[src/bhfs_pkg.sv]
`default_nettype none

package bhfs_pkg;

    localparam logic [7:0] TAG_STRING    = 8'h1a;
    localparam logic [7:0] TAG_INTEGER   = 8'h02;
    localparam logic [7:0] LONG_FORM_BIT = 8'h80;

    localparam logic [1:0] KIND_CHAR  = 2'd0;
    localparam logic [1:0] KIND_EMPTY = 2'd1;
    localparam logic [1:0] KIND_INT   = 2'd2;

    localparam logic [7:0] ORDINAL_MAX = 8'hff;

    typedef struct packed {
        logic       start_of_header;
        logic [7:0] header_byte;
    } item_t;

    typedef struct packed {
        logic [1:0]         event_kind;
        logic [7:0]         field_ordinal;
        logic signed [31:0] event_value;
        logic               field_done;
    } event_t;

    function automatic logic [7:0] sat_inc(input logic [7:0] v);
        sat_inc = (v == ORDINAL_MAX) ? ORDINAL_MAX : v + 8'd1;
    endfunction

endpackage

`default_nettype wire

[src/bhfs_core.sv]
`default_nettype none

// Parse state machine: one header byte is handled per accepted word, and the
// event that it causes, if any, is presented in the same cycle.
module bhfs_core
    import bhfs_pkg::*;
(
    input  wire logic   clk,
    input  wire logic   rst_n,
    input  wire logic   fire,
    input  wire item_t  item,
    output logic        res_valid,
    output event_t      res
);

    typedef enum logic [2:0] {
        MODE_SCAN     = 3'd0,
        MODE_STR_LEN  = 3'd1,
        MODE_STR_LONG = 3'd2,
        MODE_STR_BODY = 3'd3,
        MODE_INT_LEN  = 3'd4,
        MODE_INT_BODY = 3'd5
    } mode_t;

    mode_t       mode_reg, mode_next, mode_cur;
    logic [31:0] bytes_left_reg, bytes_left_next;
    logic [31:0] length_accum_reg, length_accum_next;
    logic [31:0] integer_accum_reg, integer_accum_next;
    logic [7:0]  string_count_reg, string_count_next, string_count_cur;
    logic [7:0]  integer_count_reg, integer_count_next, integer_count_cur;
    logic [7:0]  b;
    logic [31:0] long_accum;
    logic [31:0] int_accum;
    logic [31:0] left_dec;

    assign b = item.header_byte;

    always_comb
    begin
        // A start flag restarts parsing before the byte itself is looked at.
        mode_cur          = item.start_of_header ? MODE_SCAN : mode_reg;
        string_count_cur  = item.start_of_header ? 8'd0 : string_count_reg;
        integer_count_cur = item.start_of_header ? 8'd0 : integer_count_reg;

        long_accum = {length_accum_reg[23:0], b};
        int_accum  = {integer_accum_reg[23:0], b};
        left_dec   = bytes_left_reg - 32'd1;

        mode_next          = mode_cur;
        bytes_left_next    = bytes_left_reg;
        length_accum_next  = length_accum_reg;
        integer_accum_next = integer_accum_reg;
        string_count_next  = string_count_cur;
        integer_count_next = integer_count_cur;
        res_valid          = 1'b0;
        res.event_kind     = KIND_EMPTY;
        res.field_ordinal  = string_count_cur;
        res.event_value    = '0;
        res.field_done     = 1'b1;

        case (mode_cur)
            MODE_STR_LEN:
            begin
                if ((b & LONG_FORM_BIT) != 8'd0)
                begin
                    length_accum_next = '0;
                    bytes_left_next   = {25'd0, b[6:0]};
                    if (b[6:0] == 7'd0)
                    begin
                        res_valid         = 1'b1;
                        string_count_next = sat_inc(string_count_cur);
                        mode_next         = MODE_SCAN;
                    end
                    else
                    begin
                        mode_next = MODE_STR_LONG;
                    end
                end
                else if (b == 8'd0)
                begin
                    res_valid         = 1'b1;
                    string_count_next = sat_inc(string_count_cur);
                    mode_next         = MODE_SCAN;
                end
                else
                begin
                    bytes_left_next = {24'd0, b};
                    mode_next       = MODE_STR_BODY;
                end
            end
            MODE_STR_LONG:
            begin
                length_accum_next = long_accum;
                bytes_left_next   = left_dec;
                if (left_dec == 32'd0)
                begin
                    if (long_accum == 32'd0)
                    begin
                        res_valid         = 1'b1;
                        string_count_next = sat_inc(string_count_cur);
                        mode_next         = MODE_SCAN;
                    end
                    else
                    begin
                        bytes_left_next = long_accum;
                        mode_next       = MODE_STR_BODY;
                    end
                end
            end
            MODE_STR_BODY:
            begin
                res_valid       = 1'b1;
                res.event_kind  = KIND_CHAR;
                res.event_value = {24'd0, b};
                res.field_done  = (bytes_left_reg <= 32'd1);
                if (bytes_left_reg <= 32'd1)
                begin
                    bytes_left_next   = '0;
                    string_count_next = sat_inc(string_count_cur);
                    mode_next         = MODE_SCAN;
                end
                else
                begin
                    bytes_left_next = left_dec;
                end
            end
            MODE_INT_LEN:
            begin
                integer_accum_next = '0;
                if (b == 8'd0)
                begin
                    res_valid          = 1'b1;
                    res.event_kind     = KIND_INT;
                    res.field_ordinal  = integer_count_cur;
                    integer_count_next = sat_inc(integer_count_cur);
                    mode_next          = MODE_SCAN;
                end
                else
                begin
                    bytes_left_next = {24'd0, b};
                    mode_next       = MODE_INT_BODY;
                end
            end
            MODE_INT_BODY:
            begin
                integer_accum_next = int_accum;
                bytes_left_next    = (bytes_left_reg == 32'd0) ? 32'd0 : left_dec;
                if (bytes_left_reg <= 32'd1)
                begin
                    res_valid          = 1'b1;
                    res.event_kind     = KIND_INT;
                    res.field_ordinal  = integer_count_cur;
                    res.event_value    = int_accum;
                    integer_count_next = sat_inc(integer_count_cur);
                    mode_next          = MODE_SCAN;
                end
            end
            default:
            begin
                if (b == TAG_STRING)
                begin
                    mode_next = MODE_STR_LEN;
                end
                else if (b == TAG_INTEGER)
                begin
                    mode_next = MODE_INT_LEN;
                end
                else
                begin
                    mode_next = MODE_SCAN;
                end
            end
        endcase
    end

    always_ff @(posedge clk or negedge rst_n)
    begin
        if (!rst_n)
        begin
            mode_reg          <= MODE_SCAN;
            bytes_left_reg    <= '0;
            length_accum_reg  <= '0;
            integer_accum_reg <= '0;
            string_count_reg  <= '0;
            integer_count_reg <= '0;
        end
        else if (fire)
        begin
            mode_reg          <= mode_next;
            bytes_left_reg    <= bytes_left_next;
            length_accum_reg  <= length_accum_next;
            integer_accum_reg <= integer_accum_next;
            string_count_reg  <= string_count_next;
            integer_count_reg <= integer_count_next;
        end
    end

endmodule

`default_nettype wire

[src/ber_header_field_scanner_unit.sv]
`default_nettype none

// BER header field scanner. Takes one header byte per word and reports
// visible-string characters, empty strings and completed integers. A byte
// is taken in every cycle in which item_stall is low; each event is
// registered and leaves from an output register. A two-entry
// output stage (output register plus skid register) lets the input keep
// flowing while the sink stalls; item_stall rises only when
// both entries hold an event.
module ber_header_field_scanner_unit
    import bhfs_pkg::*;
(
    input  wire logic   clk,
    input  wire logic   rst_n,
    input  wire logic   item_valid,
    output logic        item_stall,
    input  wire item_t  item,
    output logic        evt_valid,
    input  wire logic   evt_stall,
    output event_t      evt
);

    logic   fire;
    logic   res_valid;
    event_t res;
    logic   push;
    logic   out_free;
    logic   out_valid_reg;
    event_t out_data_reg;
    logic   skid_valid_reg;
    event_t skid_data_reg;

    assign item_stall = skid_valid_reg;
    assign fire       = item_valid && !skid_valid_reg;
    assign push       = fire && res_valid;
    assign out_free   = !out_valid_reg || !evt_stall;
    assign evt_valid  = out_valid_reg;
    assign evt        = out_data_reg;

    bhfs_core u_core (
        .clk       (clk),
        .rst_n     (rst_n),
        .fire      (fire),
        .item      (item),
        .res_valid (res_valid),
        .res       (res)
    );

    always_ff @(posedge clk or negedge rst_n)
    begin
        if (!rst_n)
        begin
            out_valid_reg  <= 1'b0;
            skid_valid_reg <= 1'b0;
        end
        else if (out_free)
        begin
            // The skid word is older than any new word and goes out first.
            out_valid_reg  <= skid_valid_reg || push;
            skid_valid_reg <= 1'b0;
        end
        else if (push)
        begin
            skid_valid_reg <= 1'b1;
        end
    end

    always_ff @(posedge clk)
    begin
        if (out_free)
        begin
            out_data_reg <= skid_valid_reg ? skid_data_reg : res;
        end
        else if (push)
        begin
            skid_data_reg <= res;
        end
    end

    a_skid_needs_out: assert property (@(posedge clk) disable iff (!rst_n)
        skid_valid_reg |-> out_valid_reg)
        else $error("skid word held with empty output register");

    a_skid_drains: assert property (@(posedge clk) disable iff (!rst_n)
        (skid_valid_reg && !evt_stall) |=> (evt_valid && !skid_valid_reg))
        else $error("skid word not moved to output");

    a_done_on_whole: assert property (@(posedge clk) disable iff (!rst_n)
        (evt_valid && evt.event_kind != KIND_CHAR) |-> evt.field_done)
        else $error("empty string or integer event without done flag");

    a_empty_zero: assert property (@(posedge clk) disable iff (!rst_n)
        (evt_valid && evt.event_kind == KIND_EMPTY) |-> (evt.event_value == 32'sd0))
        else $error("empty string event with nonzero value");

endmodule

`default_nettype wire
[config.mk]
export PLATFORM = sky130hd
export DESIGN_NAME = ber_header_field_scanner_unit
export DESIGN_NICKNAME = d
export VERILOG_FILES = /design/src/bhfs_pkg.sv /design/src/bhfs_core.sv /design/src/ber_header_field_scanner_unit.sv
export SDC_FILE = /design/constraint.sdc
export NUM_CORES = 1
export LEC_CHECK = 0
export BUFFER_PORTS_ARGS = -buffer_cell sky130_fd_sc_hd__buf_4
export CAP_MARGIN = 5
export CORE_UTILIZATION = 55
export CTS_BUF_LIST = sky130_fd_sc_hd__clkbuf_4 sky130_fd_sc_hd__clkbuf_8
export DETAILED_ROUTE_END_ITERATION = 6
export HOLD_SLACK_MARGIN = 0.05
export PLACE_DENSITY = 0.74
export SLEW_MARGIN = 20
export SYNTH_ARGS = -nofsm -noshare
export SYNTH_HDL_FRONTEND = slang
export SYNTH_SLANG_ARGS = --single-unit
[constraint.sdc]
create_clock -name clk -period 5.7 [get_ports clk]
set_input_delay 0.57 -clock clk [delete_from_list [all_inputs] [get_ports clk]]
set_output_delay 0.57 -clock clk [all_outputs]
set_load 0.01 [all_outputs]
==> metrics.cfg <==
[synth]
yosysWarningCount = 0
ys.flop_type = dfrtp_1
synth_area_mm2 = 0.00985
syn_area_per_cell_um2 = 10.3
synth_seq_area_share_pct = 51.9
yosysUniqueCellTypes = 81
synthCells = 957
ys_ff_latch = 187
syn_nets = 975
async_flop_share_pct = 54.0
synth_edf_count = 86

[place]
port-buffer-count = 57
routabilityCongestion = 0.951
placed_cells = 1189
hpwl_um = 16700
dp_slack_ns = 1.14
place_area_mm2 = 0.0103

[sta]
rsz0062_at_grt = no
post-route-period-util_pct = 77.0
report.final.slew_viol_count = 0
whs_ns = 0.0946
setup_violations = 0
hold_viol = 0
timing.slew.headroom_pct = 32.3
period_needed_ns = 4.39
max_slew.worst_pin.slew_ns = 1.01
finalClockSkew_ns = 0.0181
fin_setup_tns_ns = 0
setup_ws_ns = 1.31
fmax_mhz = 228

[finish]
stdcell_count = 1221
antenna_cells = 0
drive_gt1_share_pct = 17.3
area_growth_pct = 9.32
final_common_cell = nand2_1
layout_common_cells = nand2_1, dfrtp_1, edfxtp_1, nor2_1, buf_4
finalInstanceArea_mm2 = 0.0108
final_nets = 1001
utilization_pct = 61.8

[setup_path]
critPathKind = flop to flop
reg2reg_depth = 11
critPathMaxFanout = 43
ff2ff_setup_slack_ns = 1.31
r2r_end = skid_data_reg[4]
arrival_ns = 4.51
cp-end-kind = flop
reg2reg_from = u_core.bytes_left_reg[1]
required_ns = 5.82
start_kind = flop

[clock_tree]
cts.clk_slew.worst_paths_ns = 0.11
cts_buffers = 17
cts-hold-fix-buffers = 0
cts-resized-gates = 0
htree_num_levels = 4
clockRootBuffer = clkbuf_8
cts_setup_buffers = 0
clock_sink_count = 187
cts_tree = built
clock_path_buffers = 2
clkLatencyLatePin_ns = 0.49

[drt]
wl_per_cell_um = 20.0
vias = 7780
antenna_left = 0
vias_per_cell = 6.37
totalWireLength_um = 24400
drtPass1Iterations = 7
drcViolationCount = 0
first_iter_violations = 739

[pwr]
ir_drop_mv = 0.179
clkPwrFrac_pct = 27.3
report.power.total_mw = 3.46
p_seq_share_pct = 49.8
p_sw_share_pct = 36.3
leakage_nw = 4.46
p_per_area_mw_per_mm2 = 321
p_sw_mw = 1.25
power_frac_comb_pct = 22.9
internal-power_mw = 2.20

[die]
rows = 48
die_height_um = 136
core_area_mm2 = 0.0174
dieArea_mm2 = 0.0185
io_pins = 58
die_x_um = 136
initial_core_util_pct = 56.6

[global_route]
grt_max_degree = 55
antenna_found_initial = 0
grt-ovfl-total = 0
first_global_vias = 7220
grt_pass1_wl_um = 39400
grt_usage_pct = 27.9

[status]
status = complete, no violations

[run]
drv_cap = 0

[min_path]
min_path_type = input port to asynchronous set/reset pin

-- power groups by stage --
| stage | clock network, mW | registers (mW) | logic [mW] |
|---|---|---|---|
| finish | 0.944 | 1.72 | 0.792 |
| global route | 1.01 | 1.74 | 0.866 |
| CTS | 0.959 | 1.71 | 0.781 |
| detailed placement | 0 | 1.74 | 0.778 |
| global placement | 0 | 1.74 | 0.766 |
| floorplan | 0 | 1.64 | 0.638 |
-- cell type report --
| cell class | count | area [um2] |
|---|---|---|
| Tap cell | 225 | 282 |
| Fill cell | 1458 | 6650 |
| Clock buffer | 17 | 234 |
| Clock inverter | 15 | 198 |
| Timing Repair Buffer | 68 | 510 |
| Multi-Input combinational cell | 689 | 4360 |
| Sequential cell | 187 | 5110 |
| Inverter | 20 | 75.1 |
-- worst max path at each step --
stage,from,slack [ns],cells past startpoint,to
finish,u_core.bytes_left_reg[1],1.31,11,skid_data_reg[4]
global route,u_core.bytes_left_reg[0],0.88,11,skid_data_reg[4]
CTS,u_core.bytes_left_reg[1],1.40,11,skid_data_reg[16]
detailed placement,item[0],1.14,10,skid_data_reg[3]
global placement,item[0],1.21,10,skid_data_reg[2]
floorplan,u_core.bytes_left_reg[0],0.49,12,skid_data_reg[0]
-- cells in the mapped netlist, types with 5 or more instances --
| library cell | number | share of area, % |
|---|---|---|
| o31ai_1 | 8 | 0.61 |
| edfxtp_1 | 86 | 26 |
| or4_1 | 6 | 0.46 |
| o21ai_1 | 14 | 0.71 |
| nand4_1 | 11 | 0.70 |
| a21o_1 | 10 | 0.76 |
| a22o_1 | 27 | 2.4 |
| dfrtp_1 | 101 | 26 |
| buf_6 | 7 | 0.80 |
| or3_1 | 12 | 0.76 |
| o21ai_0 | 60 | 3.0 |
| nor2b_1 | 14 | 0.89 |
| inv_1 | 19 | 0.72 |
| clkbuf_1 | 40 | 1.5 |
| a21oi_1 | 35 | 1.8 |
| a31oi_1 | 8 | 0.51 |
| nor2_1 | 73 | 2.8 |
| nand3_1 | 18 | 0.91 |
| and2_1 | 35 | 2.2 |
| ha_1 | 5 | 0.64 |
| nor4_1 | 19 | 1.2 |
| nand2b_1 | 7 | 0.44 |
| and3_1 | 5 | 0.32 |
| or2_2 | 7 | 0.44 |
| nand2_1 | 109 | 4.2 |
| or4_4 | 5 | 0.57 |
| buf_2 | 7 | 0.36 |
| o21a_1 | 5 | 0.38 |
| a221o_1 | 16 | 1.6 |
| xnor2_1 | 7 | 0.62 |
| mux2_2 | 37 | 4.2 |
| nor3_1 | 34 | 1.7 |
| a221oi_1 | 5 | 0.44 |
| a22oi_1 | 17 | 1.3 |
-- per-layer routing --
metal | up-vias | track usage [%] | part of all wire (%)
met2 | 309 | 44.6 | 48
met3 | 40 | 3.88 | 5.2
met1 | 3805 | 38.7 | 44
met5 | - | 0 | 0
met4 | 0 | 10.6 | 2.4
li1 | 3626 | - | -
-- cell families after synthesis --
family / synth area share (%)
simple gates: 20.6
xor+xnor: 0.978
mux: 4.58
buf+inv: 4.00
compound gates: 17.2
fa+ha+maj: 0.737
flops: 51.9
-- critical path: stages, from the launching register on --
cell	delay, ns
dfrtp_1	0.49
inv_1	0.15
ha_1	0.34
nor4b_1	0.26
nand4_1	0.34
nor4b_1	0.60
xor2_1	0.23
nor3_1	0.47
a21oi_1	0.23
a21oi_1	0.24
nor2b_4	0.16
buf_4	0.48
Note: power is estimated with default switching activity, not from simulation.
